[src/rtl/rig_pkg.sv]
// ----------------------------------------------------------------------------
// rig_pkg: shared types and constants of the radical inverse generator
// Widths of the request and response fields, the radix register, the
// sequencer states and the operand groups of the shared divide step.
// ----------------------------------------------------------------------------
package rig_pkg;

   localparam int SAMPLE_INDEX_W = 32;
   localparam int FRACTION_W     = 32;
   localparam int RADIX_W        = 8;

   localparam logic [RADIX_W-1:0] RADIX_RESET = 8'd2;
   localparam logic [RADIX_W-1:0] RADIX_MIN   = 8'd2;

   typedef logic [SAMPLE_INDEX_W-1:0] sample_index_type;
   typedef logic [FRACTION_W-1:0]     fraction_type;
   typedef logic [RADIX_W-1:0]        radix_type;

   // Sequencer states
   typedef enum logic [2:0] {
      ST_IDLE,
      ST_SPLIT,
      ST_POP,
      ST_MIX,
      ST_FINISH
   } state_type;

   // Operands of one restoring divide step
   typedef struct packed {
      radix_type rem;
      logic      dividend_bit;
      radix_type divisor;
   } div_in_type;

   typedef struct packed {
      radix_type rem;
      logic      quotient_bit;
   } div_out_type;

endpackage

[src/rtl/rig_req_if.sv]
// ----------------------------------------------------------------------------
// rig_req_if: request channel of the radical inverse generator
// Valid/ready handshake carrying one sample index per request.
// ----------------------------------------------------------------------------
interface rig_req_if;
   logic                      valid;
   logic                      ready;
   rig_pkg::sample_index_type sample_index;

   modport source (output valid, output sample_index, input ready);
   modport sink   (input valid, input sample_index, output ready);
endinterface

[src/rtl/rig_rsp_if.sv]
// ----------------------------------------------------------------------------
// rig_rsp_if: response channel of the radical inverse generator
// Valid/ready handshake carrying one binary fraction per response.
// ----------------------------------------------------------------------------
interface rig_rsp_if;
   logic                  valid;
   logic                  ready;
   rig_pkg::fraction_type fraction;

   modport source (output valid, output fraction, input ready);
   modport sink   (input valid, input fraction, output ready);
endinterface

[src/rtl/rig_div_step.sv]
// ----------------------------------------------------------------------------
// rig_div_step: one restoring divide step by the radix
// Shifts one dividend bit into the partial remainder, compares against the
// divisor and subtracts when it fits; the remainder stays below the divisor.
// ----------------------------------------------------------------------------
module rig_div_step (
   input  rig_pkg::div_in_type  step_i,
   output rig_pkg::div_out_type step_o
);

   logic [rig_pkg::RADIX_W:0] trial;
   logic [rig_pkg::RADIX_W:0] divisor_ext;
   logic [rig_pkg::RADIX_W:0] diff;

   // Form the trial remainder and subtract when the divisor fits
   always_comb begin
      trial       = {step_i.rem, step_i.dividend_bit};
      divisor_ext = {1'b0, step_i.divisor};
      diff        = trial - divisor_ext;
      if (trial >= divisor_ext) begin
         step_o.rem          = diff[rig_pkg::RADIX_W-1:0];
         step_o.quotient_bit = 1'b1;
      end else begin
         step_o.rem          = trial[rig_pkg::RADIX_W-1:0];
         step_o.quotient_bit = 1'b0;
      end
   end

endmodule

[src/rtl/radical_inverse_generator.sv]
// ----------------------------------------------------------------------------
// radical_inverse_generator: Halton radical inverse of a sample index
// Splits the index into radix digits and mirrors them about the radix point,
// giving an exact truncated binary fraction.
// ----------------------------------------------------------------------------
// Usage:
//   req carries one sample index per request (valid/ready); only its low
//   INDEX_BITS bits are used. rsp returns one fraction per request, the
//   radical inverse scaled by 2^FRACTION_BITS and truncated. csr_wr_en and
//   csr_wr_data set the radix (values below 2 act as 2); write it only
//   while no request is in flight.
//   One request is worked on at a time and req.ready stays low meanwhile.
//   Every digit of the index in the radix is split off in INDEX_BITS
//   divide steps and folded into the fraction by one pop and
//   FRACTION_BITS divide steps, all on one shared one-bit divide step;
//   the output register is loaded last. Index 0 skips splitting and
//   folding and goes straight to the output register. req.ready rises
//   together with rsp.valid, so a new request is taken only once the
//   last result has reached the output register.
//   The result sits in an output register, so a new request is taken while
//   a finished one waits on a stalled receiver; the next result then waits
//   until the register is free.
//   Reset (synchronous) returns to idle, drops rsp.valid and sets radix 2.
// ----------------------------------------------------------------------------
module radical_inverse_generator #(
   parameter int INDEX_BITS    = 32,
   parameter int FRACTION_BITS = 32
) (
   input  logic                      clock,
   input  logic                      reset,
   rig_req_if.sink                   req,
   rig_rsp_if.source                 rsp,
   input  logic                      csr_wr_en,
   input  logic [rig_pkg::RADIX_W-1:0] csr_wr_data
);

   localparam int WORK_W = (INDEX_BITS > FRACTION_BITS) ? INDEX_BITS : FRACTION_BITS;
   localparam int CNT_W  = $clog2(WORK_W);
   localparam int DEPTH  = INDEX_BITS;
   localparam int DCNT_W = $clog2(INDEX_BITS + 1);

   localparam logic [WORK_W-1:0] INDEX_MASK = {WORK_W{1'b1}} >> (WORK_W - INDEX_BITS);
   localparam logic [CNT_W-1:0]  SPLIT_LAST = CNT_W'(INDEX_BITS - 1);
   localparam logic [CNT_W-1:0]  MIX_LAST   = CNT_W'(FRACTION_BITS - 1);

   rig_pkg::state_type state_ff, state_in;
   rig_pkg::radix_type radix_ff, radix_in;
   rig_pkg::radix_type radix_eff;

   logic [WORK_W-1:0]                         work_ff, work_in;
   logic [WORK_W-1:0]                         work_shift;
   logic [WORK_W-1:0]                         idx_masked;
   rig_pkg::radix_type                        rem_ff, rem_in;
   logic [CNT_W-1:0]                          cnt_ff, cnt_in;
   logic [DCNT_W-1:0]                         dcnt_ff, dcnt_in;
   logic [DEPTH-1:0][rig_pkg::RADIX_W-1:0]    stack_ff, stack_in;

   logic                  rsp_valid_ff, rsp_valid_in;
   rig_pkg::fraction_type rsp_fraction_ff, rsp_fraction_in;

   rig_pkg::div_in_type  step_in;
   rig_pkg::div_out_type step_out;

   logic accept;
   logic idx_zero;
   logic last_bit;
   logic quotient_zero;
   logic out_free;
   logic ready_out;
   logic mix_sel;

   // Shared divide step
   rig_div_step u_div_step (
      .step_i (step_in),
      .step_o (step_out)
   );

   // Status terms
   always_comb begin
      radix_eff     = (radix_ff < rig_pkg::RADIX_MIN) ? rig_pkg::RADIX_MIN : radix_ff;
      idx_masked    = WORK_W'(req.sample_index) & INDEX_MASK;
      idx_zero      = (idx_masked == '0);
      accept        = req.valid && ready_out;
      last_bit      = (cnt_ff == '0);
      work_shift    = {work_ff[WORK_W-2:0], step_out.quotient_bit};
      quotient_zero = ((work_shift & INDEX_MASK) == '0);
      out_free      = !rsp_valid_ff || rsp.ready;
   end

   // Next state
   always_comb begin
      state_in = state_ff;
      case (state_ff)
         rig_pkg::ST_IDLE: begin
            if (accept) begin
               state_in = idx_zero ? rig_pkg::ST_FINISH : rig_pkg::ST_SPLIT;
            end
         end
         rig_pkg::ST_SPLIT: begin
            if (last_bit && quotient_zero) begin
               state_in = rig_pkg::ST_POP;
            end
         end
         rig_pkg::ST_POP: begin
            state_in = rig_pkg::ST_MIX;
         end
         rig_pkg::ST_MIX: begin
            if (last_bit) begin
               state_in = (dcnt_ff == '0) ? rig_pkg::ST_FINISH : rig_pkg::ST_POP;
            end
         end
         rig_pkg::ST_FINISH: begin
            if (out_free) begin
               state_in = rig_pkg::ST_IDLE;
            end
         end
         default: begin
            state_in = rig_pkg::ST_IDLE;
         end
      endcase
   end

   // Sequencer outputs
   always_comb begin
      ready_out = 1'b0;
      mix_sel   = 1'b0;
      case (state_ff)
         rig_pkg::ST_IDLE: begin
            ready_out = 1'b1;
         end
         rig_pkg::ST_MIX: begin
            mix_sel = 1'b1;
         end
         default: begin
            ready_out = 1'b0;
            mix_sel   = 1'b0;
         end
      endcase
   end

   // Feed the divide step: index bits while splitting, fraction bits while mixing
   always_comb begin
      step_in.rem          = rem_ff;
      step_in.dividend_bit = mix_sel ? work_ff[FRACTION_BITS-1] : work_ff[INDEX_BITS-1];
      step_in.divisor      = radix_eff;
   end

   // Datapath next values
   always_comb begin
      work_in         = work_ff;
      rem_in          = rem_ff;
      cnt_in          = cnt_ff;
      dcnt_in         = dcnt_ff;
      stack_in        = stack_ff;
      rsp_valid_in    = rsp_valid_ff && !rsp.ready;
      rsp_fraction_in = rsp_fraction_ff;
      radix_in        = csr_wr_en ? csr_wr_data : radix_ff;

      case (state_ff)
         rig_pkg::ST_IDLE: begin
            // Load the index; a zero index goes straight out as zero
            if (accept) begin
               work_in = idx_masked;
               rem_in  = '0;
               cnt_in  = SPLIT_LAST;
               dcnt_in = '0;
            end
         end
         rig_pkg::ST_SPLIT: begin
            // Divide the index by the radix one bit at a time
            work_in = work_shift;
            rem_in  = step_out.rem;
            cnt_in  = cnt_ff - CNT_W'(1);
            if (last_bit) begin
               // Push the digit, least significant first
               stack_in = {stack_ff[DEPTH-2:0], step_out.rem};
               dcnt_in  = dcnt_ff + DCNT_W'(1);
               rem_in   = '0;
               cnt_in   = SPLIT_LAST;
               if (quotient_zero) begin
                  work_in = '0;
               end
            end
         end
         rig_pkg::ST_POP: begin
            // Take the most significant remaining digit as the starting remainder
            rem_in   = stack_ff[0];
            stack_in = {rig_pkg::radix_type'(0), stack_ff[DEPTH-1:1]};
            dcnt_in  = dcnt_ff - DCNT_W'(1);
            cnt_in   = MIX_LAST;
         end
         rig_pkg::ST_MIX: begin
            // Advance acc = (digit * 2^FRACTION_BITS + acc) / radix
            work_in = work_shift;
            rem_in  = step_out.rem;
            cnt_in  = cnt_ff - CNT_W'(1);
         end
         rig_pkg::ST_FINISH: begin
            // Hand the fraction to the output register once it is free
            if (out_free) begin
               rsp_valid_in    = 1'b1;
               rsp_fraction_in = rig_pkg::fraction_type'(work_ff[FRACTION_BITS-1:0]);
            end
         end
         default: begin
            work_in = work_ff;
         end
      endcase
   end

   // Control registers
   always_ff @(posedge clock) begin
      if (reset) begin
         state_ff     <= rig_pkg::ST_IDLE;
         rsp_valid_ff <= 1'b0;
         radix_ff     <= rig_pkg::RADIX_RESET;
         cnt_ff       <= '0;
         dcnt_ff      <= '0;
      end else begin
         state_ff     <= state_in;
         rsp_valid_ff <= rsp_valid_in;
         radix_ff     <= radix_in;
         cnt_ff       <= cnt_in;
         dcnt_ff      <= dcnt_in;
      end
   end

   // Payload registers
   always_ff @(posedge clock) begin
      work_ff         <= work_in;
      rem_ff          <= rem_in;
      stack_ff        <= stack_in;
      rsp_fraction_ff <= rsp_fraction_in;
   end

   assign req.ready    = ready_out;
   assign rsp.valid    = rsp_valid_ff;
   assign rsp.fraction = rsp_fraction_ff;

endmodule

[src/flat_wrapper.sv]
// flat-port wrapper written by rule: the top's interface ports become plain ports
module radical_inverse_generator_flat 
#(
   parameter int INDEX_BITS    = 32,
   parameter int FRACTION_BITS = 32
)
  (clock, reset, csr_wr_en, csr_wr_data, req_valid, req_sample_index, req_ready, rsp_valid, rsp_fraction, rsp_ready);
  rig_req_if req_i ();
  rig_rsp_if rsp_i ();
  input  logic clock;
  input  logic reset;
  input  logic csr_wr_en;
  input  logic [rig_pkg::RADIX_W-1:0] csr_wr_data;
  input wire logic [$bits(req_i.valid)-1:0] req_valid;
  input wire logic [$bits(req_i.sample_index)-1:0] req_sample_index;
  output wire logic [$bits(req_i.ready)-1:0] req_ready;
  output wire logic [$bits(rsp_i.valid)-1:0] rsp_valid;
  output wire logic [$bits(rsp_i.fraction)-1:0] rsp_fraction;
  input wire logic [$bits(rsp_i.ready)-1:0] rsp_ready;
  assign req_i.valid = req_valid;
  assign req_i.sample_index = req_sample_index;
  assign req_ready = req_i.ready;
  assign rsp_valid = rsp_i.valid;
  assign rsp_fraction = rsp_i.fraction;
  assign rsp_i.ready = rsp_ready;
  radical_inverse_generator #(.INDEX_BITS(INDEX_BITS), .FRACTION_BITS(FRACTION_BITS)) u_core (.clock(clock), .reset(reset), .req(req_i), .rsp(rsp_i), .csr_wr_en(csr_wr_en), .csr_wr_data(csr_wr_data));
endmodule
[config.mk]
export PLATFORM = sky130hd
export DESIGN_NAME = radical_inverse_generator_flat
export DESIGN_NICKNAME = d
export VERILOG_FILES = /design/src/rtl/rig_pkg.sv /design/src/rtl/rig_req_if.sv /design/src/rtl/rig_rsp_if.sv /design/src/rtl/rig_div_step.sv /design/src/rtl/radical_inverse_generator.sv /design/src/flat_wrapper.sv
export SDC_FILE = /design/constraint.sdc
export NUM_CORES = 1
export LEC_CHECK = 0
export ABC_AREA = 1
export BUFFER_PORTS_ARGS = -buffer_cell sky130_fd_sc_hd__buf_4
export CELL_PAD_IN_SITES_DETAIL_PLACEMENT = 1
export CELL_PAD_IN_SITES_GLOBAL_PLACEMENT = 1
export CORE_MARGIN = 5
export CORE_UTILIZATION = 51
export CTS_BUF_LIST = sky130_fd_sc_hd__clkbuf_2 sky130_fd_sc_hd__clkbuf_4 sky130_fd_sc_hd__clkbuf_8
export DETAILED_ROUTE_END_ITERATION = 8
export PLACE_DENSITY_LB_ADDON = 0.1
export REMOVE_ABC_BUFFERS = 1
export SLEW_MARGIN = 40
export SYNTH_ARGS = -nofsm -noshare
export SYNTH_HDL_FRONTEND = slang
export SYNTH_SLANG_ARGS = --single-unit
[constraint.sdc]
create_clock -name clock -period 5.9 [get_ports clock]
set_input_delay 1.77 -clock clock [delete_from_list [all_inputs] [get_ports clock]]
set_output_delay 1.77 -clock clock [all_outputs]
set_load 0.02 [all_outputs]
# After elaboration in Yosys (flattened, before gate mapping)
# Index checks and enable logic that the tools add are counted.
# word_totals
inputBits,45
regBits,351
# op_classes
addsub,4
order_cmp,2
mux,27
n_reduce_logical,21
n_eq_ne,9
# ops
operator,count
case mux 256 bit (2 select lines),1
two-way mux 256 bit,1
two-way mux 32 bit,3
case mux 32 bit (3 select lines),1
zero test 32 bit,2
case mux 8 bit (4 select lines),1
two-way mux 8 bit,3
case mux 5 bit (4 select lines),1
two-way mux 3 bit,6
case mux 6 bit (3 select lines),1
case mux 3 bit (5 select lines),1
two-way mux 6 bit,2
two-way mux 5 bit,2
!= test 2 x 1 -> 1 bit (second input constant),5
>= comparator 9 x 8 -> 1 bit,1
two-way mux 9 bit,1
< comparator 8 x 2 -> 1 bit (second input constant),1
AND reduction 2 bit,4
subtractor 8 bit,1
adder 6 x 1 -> 6 bit (second input constant),1
== test 3 x 2 -> 1 bit (second input constant),2
zero test 6 bit,1
nonzero test 3 bit,2
subtractor 6 x 1 -> 6 bit (second input constant),1
other kinds (13),18

# Logic depth before layout (Yosys ltp)
# Gate-level depths: netlist of the first run.
# depth
depth_word,8
mapped_depth,16
depth_no_buf,16

# Hierarchy
# Synthesis of the first run repeated with hierarchy kept, for this count alone.
# hier_totals
cells_unflattened,1472
hier_area_um2,15571.2
# by_module_without_submodules
mod,cells_per_inst,n_inst,seq_area_each_um2,area_per_inst_um2
radical_inverse_generator,1363,1,10309.9,14919.3
rig_div_step,109,1,0.0,651.9

# Worst setup path after synthesis of the first run
# OpenSTA, ideal clock, no wires.
# synth_path
kind,in2reg
startpoint,input req_valid
endpoint,register u_core.work_ff[0] (enable)
arrival_ns,4.099
required_time_ns,5.434
setup_slack_ns,1.335
stages,2
n_path_buf,0
path_cell_list,inv_1 o21ai_0
# synth_via
elab_chain_cells,3
# synth_lines
element,line,rtl
from (decl),flat_wrapper.sv:14,input wire logic [$bits(req_i.valid)-1:0] req_valid;
logical AND 1 bit,radical_inverse_generator.sv:83,accept = req.valid && ready_out;
!= test 2 x 1 -> 1 bit (no line),n/a,
AND reduction 2 bit (no line),n/a,
to (signal assigned),radical_inverse_generator.sv:230,work_ff <= work_in;
to (decl),radical_inverse_generator.sv:50,"logic [WORK_W-1:0] work_ff, work_in;"
# No other way between the ends.
# A chain may end at the register's enable or synchronous reset.

# Worst setup path in the final report of the first run
# layout_path
startpoint,register u_core.state_ff[0]
endpoint,register u_core.stack_ff[216] in the netlist's numbering (enable)
# layout_via
elab_chain_cells,3
# layout_lines
element,line,rtl
from (decl),radical_inverse_generator.sv:46,"rig_pkg::state_type state_ff, state_in;"
from (signal assigned),radical_inverse_generator.sv:214,state_ff <= rig_pkg::ST_IDLE;
from (signal assigned),radical_inverse_generator.sv:220,state_ff <= state_in;
== test 3 x 1 -> 1 bit or == test 3 x 2 -> 1 bit (tied branches),radical_inverse_generator.sv:159,case (state_ff)
!= test 2 x 1 -> 1 bit (no line) or nonzero test 2 bit (tied branches),n/a,
AND reduction 2 bit (no line) (*),n/a,
to (signal assigned),radical_inverse_generator.sv:232,stack_ff <= stack_in;
to (decl),radical_inverse_generator.sv:56,"logic [DEPTH-1:0][rig_pkg::RADIX_W-1:0] stack_ff, stack_in;"
# Mark *: on every way between the ends. The rest lies on a longest branch, timed or not.

==> run metrics, run 1 <==
count of final hold-check violations 0; outcome complete, no violations; Initial Utilization 0.5153; CTS max path bufs 3; Core Box Area between 0.02 and 0.03 mm2; post-DP HPWL about 20000 um; Port Buffers 78; internal power 6.155 mW; launch point of the worst path u_core.state_ff[0]; Yosys Warn Count 0; FMAX 292.6 MHz; Worst-Skew Late Latency 0.61 ns; worst setup path category reg -> reg; cts repair resizes 0; 1st-pass router iterations 5; CTS Root Buffer Type clkbuf_8; max-capacitance violation count 0; peak supply drop about 0.33 mV; vias 10281; top post-synthesis cells by area edfxtp_1 65%, nand2_1 11%, o21ai_0 6.9%, inv_1 4.3%, dfxtp_1 3.0%; Fillers approximately 3200; Gate Count Post-Synth around 1500; fin. max-slew vios 0; post-synthesis sequential area ratio 0.6768; Final Skew 0.03185 ns; Inst Count DP about 1900; Synth top area share 0.6466; share of layout cells above drive strength 1 0.1260; unrepaired setup endpoints after global routing false; Rows between 60 and 70; most common cell after layout, fill and taps aside nand2_1; hold path cells 0; HP Class reg -> reg; sw frac 0.3464; Post-route DRC 0; Clk pwr share 0.231; synthesis-to-layout area growth 13.92%; Hold EP u_core.rsp.fraction[31]; Max stage delay cell, worst path inv_6; CTS tree yes; startpoint types register; initial antenna violation count 0; clock sink count 351; r2r endpoint u_core.stack_ff[216]; Total GRT Usage 0.1886; cell area after synthesis between 0.015 and 0.02 mm2; 1st-iter DRT viols about 770; global route total overflow 0; post-CTS setup buffer count 0; WL per Instance between 15 and 20 um; Final setup viols 0; global-route wire length before repair between 50000 and 60000 um; Worst path max stage delay between 0.7 and 0.8 ns; Slew @ Worst Pin a little over 0.8 ns; hold buffer count at CTS 0; WP data required ~6.2 ns; Combinational Power Share 0.282; Layout Nets roughly 1600; ant diodes 0; largest net degree at the start of global routing approximately 170; R2R Path Start u_core.state_ff[0]; vias in the first global route ~11000; die area between 0.03 and 0.04 mm2; FF-to-FF setup slack ~2.5 ns; critical path, cell by cell inv_1 > nand3_4 > inv_6 > a21oi_1 > inv_12 > buf_12; synth unique cells 35; Worst EP arrival around 3.7 ns; die boundary height between 150 and 200 um; Setup TNS 0 ns; Final Wtd Congestion approximately 0.77; area leader, netlist edfxtp_1; power per cell area about 540 mW/mm2; Sequential Power Share 0.487; clock transition at the registers of the reported paths 0.06 ns; sw power between 3 and 4 mW; Via density about 5.2; non-filler cells, final 1985; htree depth 2; worst r2r path cells 6; final hold slack around 0.47 ns; TritonCTS buffer count roughly 60; Leak 7.029 nW; #FFs+latches synth ~350; Slew HR 0.4605; Tmin final 3.418 ns; fin crit share 0.5793; commonest non-fill, non-tap cells in the layout 438 x nand2_1, 328 x edfxtp_1, 208 x o21ai_0, 174 x inv_1, 80 x buf_4; total power ~9.4 mW; # IOs 79; post-route ant nets 0; maximum fanout along the worst path approximately 150; Worst setup EP type register; overall routed net length 31880 um; beginning of the worst hold path u_core.work_ff[31]; width of the die about 180 um; syn_area_per_cell ~10 um2
how the worst max path moves through the flow:
stage	end	slack, ns	depth (start not counted)
floorplan	u_core.stack_ff[0]	-3.40	5
detailed placement	u_core.stack_ff[192]	2.36	6
CTS	u_core.stack_ff[192]	2.41	6
finish	u_core.stack_ff[216]	2.48	6
global route	u_core.stack_ff[216]	2.14	6
global placement	u_core.stack_ff[192]	2.33	6
per-stage QoR:
stage / setup slack, ns / util / area [um2]
6_report: 2.482 / 0.5871 / 17350
5_1_grt: 2.141 / 0.5871 / 17350
3_3_place_gp: 2.330 / 0.5455 / 16130
2_1_floorplan: -3.399 / - / 14930
4_1_cts: 2.406 / 0.5870 / 17350
3_5_place_dp: 2.365 / 0.5468 / 16160
final cells by class:
| type | count | area [um2] | area share |
|---|---|---|---|
| multi-input cells | 867 | 3960 | 0.2282 |
| well taps | 390 | 488.0 | 0.02812 |
| inverters | 181 | 696.9 | 0.04016 |
| repair buffers | 87 | 713.2 | 0.04110 |
| flip-flops and latches | 351 | 10310 | 0.5941 |
| clock inverters | 32 | 239.0 | 0.01377 |
| clock buffers | 77 | 947.2 | 0.05458 |
metal layers:
layer / wire [um] / share of wire / global-route usage / up-vias
li1: - / - / - / 5068
met1: 15060 / 0.47 / 0.2641 / 5007
met2: 15060 / 0.47 / 0.3110 / 162
met3: 1280 / 0.040 / 0.03312 / 44
met4: 469 / 0.015 / 0.04589 / 0
met5: 0 / 0 / 0 / -
registers in the layout, summed over array words and instances (netlist names):
signal,flops
u_core.work_ff,32
u_core.radix_ff,8
u_core.dcnt_ff,6
u_core.rsp.fraction,32
u_core.rem_ff,8
u_core.state_ff,3
u_core.rsp.valid,1
u_core.cnt_ff,5
u_core.stack_ff,256
worst max-delay path, delay by kind of cell, from the launching register on:
family / cells / cell delay [ns]
AOI/OAI and AO/OA: 1 / 0.28
buffers and inverters: 4 / 1.84
and+or+nand+nor: 1 / 0.56
DFF: 1 / 0.32
cells by family after synthesis:
family / synth area share
adder cells (fa/ha/maj): 0.01331
XOR/XNOR: 0.004025
AND/OR/NAND/NOR: 0.1441
buffers and inverters: 0.06472
AO/OA/AOI/OAI: 0.09700
flip-flops: 0.6768
cell usage after synthesis, drive strengths merged:
master and number:
edfxtp 328, o21ai 256, clkbuf 30, xnor2 3
a21oi 30, nand2 440, buf 37, dfxtp 23
or2 8, nor2 57, ha 13, a311oi 1
o21bai 1, nor4 1, nand3 44, nor3 2
xor2 4, nand3b 1, nand4 1, fa 2
a221oi 1, a31oi 1, inv 181, a211oi 1
power groups by stage:
stage	Sequential (mW)	Combinational, mW	Clock, mW
floorplan	4.63	1.84	0
global placement	4.58	2.53	0
global route	4.68	3.04	2.37
CTS	4.59	2.70	2.24
finish	4.59	2.66	2.17
detailed placement	4.63	2.67	0
(Power assumes the default switching activity.)
==> run 2: changes to the inputs <==
==> constraint.sdc (replaced) <==
create_clock -name clock -period 3.2 [get_ports clock]
set_input_delay 0.96 -clock clock [delete_from_list [all_inputs] [get_ports clock]]
set_output_delay 0.96 -clock clock [all_outputs]
set_load 0.02 [all_outputs]
==> run 2 against run 1 <==
- maximum frequency up 30%
- setup slack lost 1.9 ns
- via count is 0.13% higher
- critical path depth grew 7
- sequential share of layout area fell by 0.14 points
- clock skew decreased by 0.019 ns
- largest power group unchanged
==> run metrics, run 2 (synthesis gave the netlist of run 1 again) <==
Post-route DRC 0 (unchanged); post-route ant nets 0 (unchanged); final hold slack 0.4658 ns (-0.004879 ns); Max stage delay cell, worst path fa_1; largest register by flop count u_core.stack_ff; setup ws final 0.5806 ns (-1.902 ns); cts repair resizes 0 (unchanged); Leak 7.054 nW (+0.35%); clock transition at the registers of the reported paths 0.06 ns (about the same); maximum fanout along the worst path 3 (-98%); htree depth 2 (unchanged); global route total overflow 0 (unchanged); peak supply drop 0.4166 mV (+24%); Layout Nets 1609 (+0.12%); CTS max path bufs 3 (unchanged); Largest register FFs 256 (unchanged); synthesis-to-layout area growth 14.18%; Hold EP u_core.radix_ff[0]; Final setup viols 0 (unchanged); final design utilization 0.5884 (+0.001354); post-DP HPWL 19700 um (-0.44%); count of final hold-check violations 0 (unchanged); fin. max-slew vios 0 (unchanged); internal power 11.42 mW (+85%); beginning of the worst hold path u_core.radix_ff[0]; sw power 5.911 mW (+81%); FMAX 381.8 MHz (+30%); Rows 63 (unchanged); worst setup path category reg -> reg; worst r2r path cells 13 (+7); largest net degree at the start of global routing 195 (+13%); outcome complete, no violations; max-capacitance violation count 0 (unchanged); vias 10294 (+0.13%); 1st-iter DRT viols 586 (-23%); initial antenna violation count 0 (unchanged); Worst setup EP type register; Total GRT Usage 0.1878 (-0.0007435); # IOs 79 (unchanged); Slew @ Worst Pin 0.8312 ns (+0.02191 ns); WP data required 3.52 ns (-2.65 ns); Slew HR 0.4458 (-0.01461); HP Class reg -> reg; clock sink count 351 (unchanged); share of layout cells above drive strength 1 0.1254 (-0.0006270); Clk pwr share 0.225 (-0.006); TritonCTS buffer count 56 (-5.1%); commonest non-fill, non-tap cells in the layout 438 x nand2_1, 328 x edfxtp_1, 208 x o21ai_0, 174 x inv_1, 85 x buf_4; Place WS 0.5491 ns (-1.816 ns); hold buffer count at CTS 0 (unchanged); R2R Path Start u_core.radix_ff[7]; Tmin final 2.619 ns (-0.7983 ns); hold path cells 2 (+2); Final Wtd Congestion 0.7786 (+1.5%); vias in the first global route 10822 (+0.47%); post-CTS setup buffer count 0 (unchanged); WL per Instance 15.98 um (-0.50%); CTS Root Buffer Type clkbuf_8; Combinational Power Share 0.288 (+0.006); die boundary height 182.8 um (unchanged); Final Skew 0.01276 ns (-0.01908 ns); most common cell after layout, fill and taps aside nand2_1; Worst EP arrival 2.94 ns (-0.75 ns); sw frac 0.3411 (-0.005230); Setup TNS 0 ns (unchanged); overall routed net length 31720 um (-0.50%); startpoint types register; global-route wire length before repair 52890 um (-0.29%); power per cell area 996.2 mW/mm2 (+84%); r2r endpoint u_core.rem_ff[6]; CP Buf/Inv Count 1 (-3); total power 17.33 mW (+84%); Sequential Power Share 0.487 (about the same); crit-path most repeated cell nand2_1; width of the die 182.8 um (unchanged); Core Box Area 0.02956 mm2 (unchanged); ant diodes 0 (unchanged); Via density 5.186 (+0.13%); die area 0.03343 mm2 (unchanged); Worst-Skew Late Latency 0.57 ns (-0.04 ns); 1st-pass router iterations 5 (unchanged); Port Buffers 78 (unchanged); Initial Utilization 0.5153 (unchanged); critical path, cell by cell inv_1 > nand4_1 > nor4_1 > nor2_1 > ha_1 > fa_1 > o21ai_0 > nand2_1 > nand2_1 > xnor2_1 > nand2_1 > nand3_1 > nand2_1; fin crit share 0.8186 (+0.2393); CTS tree yes; Worst path top cell family by delay simple AND/OR/NAND/NOR gates; Worst path max stage delay 0.43 ns (-0.35 ns); unrepaired setup endpoints after global routing false; FF-to-FF setup slack 0.58 ns (-1.90 ns)
-- run 2: changes by cell type in the layout (fill, tap and decap cells not counted), moves of 2 or more --
cell,delta
clkbuf_4,+7
buf_8,-2
clkbuf_8,+2
buf_6,-2
buf_12,+2
buf_16,+2
buf_4,+5
clkinv_2,-10
-- run 2: per-layer routing --
| metal | vias up | routed length, um | global-route usage |
|---|---|---|---|
| li1 | 5067 | - | - |
| met1 | 5047 | 14860 | 0.2572 |
| met2 | 139 | 15210 | 0.3162 |
| met3 | 41 | 1132 | 0.03372 |
| met4 | 0 | 515 | 0.04529 |
| met5 | - | 0 | 0 |
-- run 2: worst max path at each step --
stage                                  start                  to  slack (ns)  cells past startpoint
after floorplan           u_core.state_ff[0]  u_core.stack_ff[0]       -6.10                      5
after global placement    u_core.radix_ff[7]  u_core.stack_ff[6]        0.62                     13
after detailed placement  u_core.radix_ff[7]    u_core.rem_ff[6]        0.55                     13
after CTS                 u_core.radix_ff[7]    u_core.rem_ff[6]        0.54                     13
after global routing      u_core.radix_ff[7]    u_core.rem_ff[6]        0.25                     13
final                     u_core.radix_ff[7]    u_core.rem_ff[6]        0.58                     13
-- run 2: per-stage QoR --
stage	std cells	instance area [um2]
3_5_place_dp	1881	16240
5_1_grt	1985	17390
4_1_cts	1985	17390
6_report	1985	17390
2_1_floorplan	1399	14930
3_3_place_gp	1879	16190
-- run 2: layout make-up --
cell class	instances	area (um2)
clock inverter	18	123.9
tap	390	488.0
sequential	351	10310
inverter	181	691.9
multi-input combinational	867	3960
timing repair buffer	92	793.3
clock buffer	86	1027
fill	3217	12170
-- run 2: power groups by stage --
stage	sequential (mW)	clock (mW)	combinational [mW]
after CTS	8.45	4.02	5.08
final	8.44	3.91	4.98
after floorplan	8.54	0	3.39
after detailed placement	8.53	0	5.01
after global placement	8.43	0	4.74
after global routing	8.61	4.25	5.71
-- run 2: tightest hold or removal path, delay by kind of cell (launching register included) --
family	cells	cell delay, ns
flip-flops	1	0.30
buffers and inverters	1	0.06
AO/OA/AOI/OAI	1	0.06
==> run 3: changes to the inputs <==
--- a/config.mk
+++ b/config.mk
@@ -5,12 +5,12 @@
 export SDC_FILE = /design/constraint.sdc
 export NUM_CORES = 1
 export LEC_CHECK = 0
-export ABC_AREA = 1
+export ABC_AREA = 0
 export BUFFER_PORTS_ARGS = -buffer_cell sky130_fd_sc_hd__buf_4
 export CELL_PAD_IN_SITES_DETAIL_PLACEMENT = 1
 export CELL_PAD_IN_SITES_GLOBAL_PLACEMENT = 1
 export CORE_MARGIN = 5
-export CORE_UTILIZATION = 51
+export CORE_UTILIZATION = 50
 export CTS_BUF_LIST = sky130_fd_sc_hd__clkbuf_2 sky130_fd_sc_hd__clkbuf_4 sky130_fd_sc_hd__clkbuf_8
 export DETAILED_ROUTE_END_ITERATION = 8
 export PLACE_DENSITY_LB_ADDON = 0.1
==> constraint.sdc (replaced) <==
create_clock -name clock -period 2.66 [get_ports clock]
set_input_delay 0.798 -clock clock [delete_from_list [all_inputs] [get_ports clock]]
set_output_delay 0.798 -clock clock [all_outputs]
set_load 0.02 [all_outputs]
==> run 3 against run 2 <==
- the run now ends with negative setup slack left
- die area grew 2.4%
- combinational power up 53%
- clock skew up 0.0070 ns
- power up 33%
- cell area up 2.3%
- flip-flop and latch count stayed put
- largest cell class unchanged
==> run metrics, run 3 <==
Total GRT Usage 0.1953 (+0.007445); Inst Count DP 1913 (+1.7%); worst setup path category reg -> reg; startpoint types register; Clk pwr share 0.204 (-0.021); Synth top area share 0.6429 (-0.003696); max-capacitance violation count 0 (unchanged); largest register by flop count u_core.stack_ff; post-synthesis sequential area ratio 0.6729 (-0.003869); Synth Flop Type edfxtp_1; commonest non-fill, non-tap cells in the layout 830 x nand2_1, 328 x edfxtp_1, 104 x buf_4, 60 x clkbuf_8, 31 x clkbuf_4; count of final hold-check violations 0 (unchanged); R2R Path Start u_core.radix_ff[7]; most instantiated library cell after synthesis nand2_1; Sequential Power Share 0.464 (-0.023); Rows 64 (+1.6%); Core Box Area 0.03043 mm2 (+2.9%); die area 0.03424 mm2 (+2.4%); EDFF count, synth 328 (unchanged); Largest register FFs 256 (unchanged); non-filler cells, final 2024 (+2.0%); unrepaired setup endpoints after global routing true; clock transition at the registers of the reported paths 0.06 ns (about the same); Hold EP u_core.radix_ff[1]; global-route wire length before repair 55510 um (+5.0%); synthesis-to-layout area growth 16.19%; CTS Root Buffer Type clkbuf_8; Combinational Power Share 0.332 (+0.044); Place WS -0.1870 ns (-0.7362 ns); post-route ant nets 0 (unchanged); Setup TNS -0.1227 ns (-0.1227 ns); vias 10588 (+2.9%); peak supply drop 0.7461 mV (+79%); Most Crowded Layer GR met2; maximum fanout along the worst path 2 (-1); 1st-pass router iterations 4 (-1); width of the die 185.1 um (+1.2%); most common cell after layout, fill and taps aside nand2_1; Initial Utilization 0.5035 (-0.01185); Worst-Skew Late Latency 0.59 ns (+0.02 ns); commonest cells in the netlist 830 x nand2_1, 328 x edfxtp_1, 45 x clkbuf_1; area leader, netlist edfxtp_1; power per cell area 1292 mW/mm2 (+30%); worst r2r path cells 12 (-1); ant diodes 0 (unchanged); global route total overflow 0 (unchanged); Slew HR 0.5111 (+0.06527); CTS max path bufs 3 (unchanged); Leak 7.445 nW (+5.5%); internal power 14.81 mW (+30%); vias in the first global route 11189 (+3.4%); failing checks negative setup slack; #FFs+latches synth 351 (unchanged); hold buffer count at CTS 0 (unchanged); Slew @ Worst Pin 0.7333 ns (-0.09791 ns); beginning of the worst hold path csr_wr_data[1]; # IOs 79 (unchanged); post-DP HPWL 20650 um (+4.8%); r2r endpoint u_core.stack_ff[0]; TritonCTS buffer count 58 (+3.6%); Worst EP arrival 3.06 ns (+0.12 ns); dpl cell area 0.01648 mm2 (+1.4%); die boundary height 185.1 um (+1.2%); post-route cell area 0.01780 mm2 (+2.3%); sw power 8.183 mW (+38%); Final Wtd Congestion 0.8098 (+4.0%); Tmin final 2.722 ns (+0.1024 ns); htree depth 2 (unchanged); clock sink count 351 (unchanged); setup ws final -0.06184 ns (-0.6424 ns); overall routed net length 33170 um (+4.6%); HP Class in -> reg; final hold slack 0.4245 ns (-0.04129 ns); cell area after synthesis 0.01532 mm2 (+0.57%); Port Buffers 78 (unchanged); outcome complete, but fails checks; synth unique cells 61 (+74%); WP data required 2.99 ns (-0.53 ns); WL per Instance 16.39 um (+2.6%); Layout Nets 1643 (+2.1%); Gate Count Post-Synth 1479 (+0.89%); syn_area_per_cell 10.36 um2 (-0.31%); Worst setup EP type register; share of layout cells above drive strength 1 0.1536 (+0.02817); GRT met2 Usage 0.3273 (+0.01115); M1 GR Usage 0.2624 (+0.005228); global routing usage on met3 0.03594 (+0.002222); top post-synthesis cells by area edfxtp_1 64%, nand2_1 20%, dfxtp_1 3.0%, clkbuf_1 1.1%, ha_1 1.1%; Via density 5.231 (+0.87%); Final setup viols 4 (+4); Final Skew 0.01974 ns (+0.006975 ns); hold path cells 2 (unchanged); Synth async-reset ratio 0 (unchanged); Yosys Warn Count 0 (unchanged); CTS tree yes; fin crit share 1.023 (+0.2047); FF-to-FF setup slack -0.06 ns (-0.64 ns); Post-route DRC 0 (unchanged); fin. max-slew vios 0 (unchanged); largest net degree at the start of global routing 167 (-14%); 1st-iter DRT viols 764 (+30%); initial antenna violation count 0 (unchanged); FMAX 367.4 MHz (-3.8%); sw frac 0.3559 (+0.01477)
[run 3: cell types whose count changed after synthesis, sizes merged, moves of 11 or more]
cell    delta
nor2      -24
nand3     -38
inv      -166
a21oi     -11
nand2    +391
o21ai    -239
mux2i     +13
clkbuf    +15
nor4      +15
[run 3: routing by layer]
metal,part of all wire,routed length (um)
met4,0.024,797
met5,0,0
met2,0.49,16150
met1,0.46,15180
met3,0.031,1043
[run 3: logic make-up (layout without fill, tap and decap cells)]
logic type	Yosys count	after routing	share of synthesized area
AND/OR/NAND/NOR	933	933	0.2431
flip-flops	351	351	0.6729
buffers and inverters	88	237	0.02499
AO/OA/AOI/OAI	72	72	0.03210
adder cells (fa/ha/maj)	15	15	0.01323
multiplexers	15	15	0.01078
XOR/XNOR	5	5	0.002859
[run 3: cell type report]
| type | instances | area [um2] |
|---|---|---|
| Inverter | 15 | 63.81 |
| Multi-Input combinational cell | 1040 | 4752 |
| Timing Repair Buffer | 117 | 1031 |
| Tap cell | 396 | 495.5 |
| Fill cell | 3321 | 12630 |
| Sequential cell | 351 | 10310 |
| Clock buffer | 91 | 1059 |
| Clock inverter | 14 | 88.84 |
[run 3: worst max-delay path by stage]
stage                                   from            endpoint  depth (start not counted)  slack [ns]
after floorplan           u_core.state_ff[2]   u_core.dcnt_ff[5]                          9       -3.47
after global placement    u_core.radix_ff[4]  u_core.stack_ff[1]                         11       -0.13
after detailed placement  u_core.radix_ff[4]  u_core.stack_ff[1]                         11       -0.19
after CTS                 u_core.radix_ff[7]  u_core.stack_ff[0]                         12       -0.06
after global routing      u_core.radix_ff[7]  u_core.stack_ff[0]                         12       -0.18
final                     u_core.radix_ff[7]  u_core.stack_ff[0]                         12       -0.06
[run 3: repair_timing]
| action | in CTS | in global routing |
|---|---|---|
| gates resized for setup | 13 | 19 |
| endpoints found under the setup margin | 17 | 20 |
| endpoints found under the hold margin | 0 | 0 |
| pin swaps | 7 | 11 |
| setup buffers | 2 | 4 |
[run 3: worst max-delay path: stages, from the launching register on]
cell and delay, ns:
dfxtp_2 0.32, nor4_2 0.26, nand2_1 0.11, nand2b_1 0.13, inv_2 0.07, ha_4 0.24
nor2b_4 0.12, o31a_1 0.25, o31a_1 0.28, buf_6 0.13, o21ai_4 0.17, mux2i_2 0.11
mux2_2 0.27
[run 3: per-stage QoR]
step	utilization	total power, mW
2_1_floorplan	-	15.54
3_3_place_gp	0.5406	17.54
3_5_place_dp	0.5415	18.07
4_1_cts	0.5813	23.03
5_1_grt	0.5850	24.69
6_report	0.5850	22.99
[run 3: power by group through the flow]
stage                     combinational, mW  sequential [mW]  clock, mW
final                                  7.63             10.7       4.69
after global routing                   8.66             10.9       5.12
after CTS                              7.49             10.7       4.88
after detailed placement               7.33             10.7          0
after global placement                 6.91             10.6          0
after floorplan                        5.02             10.5          0
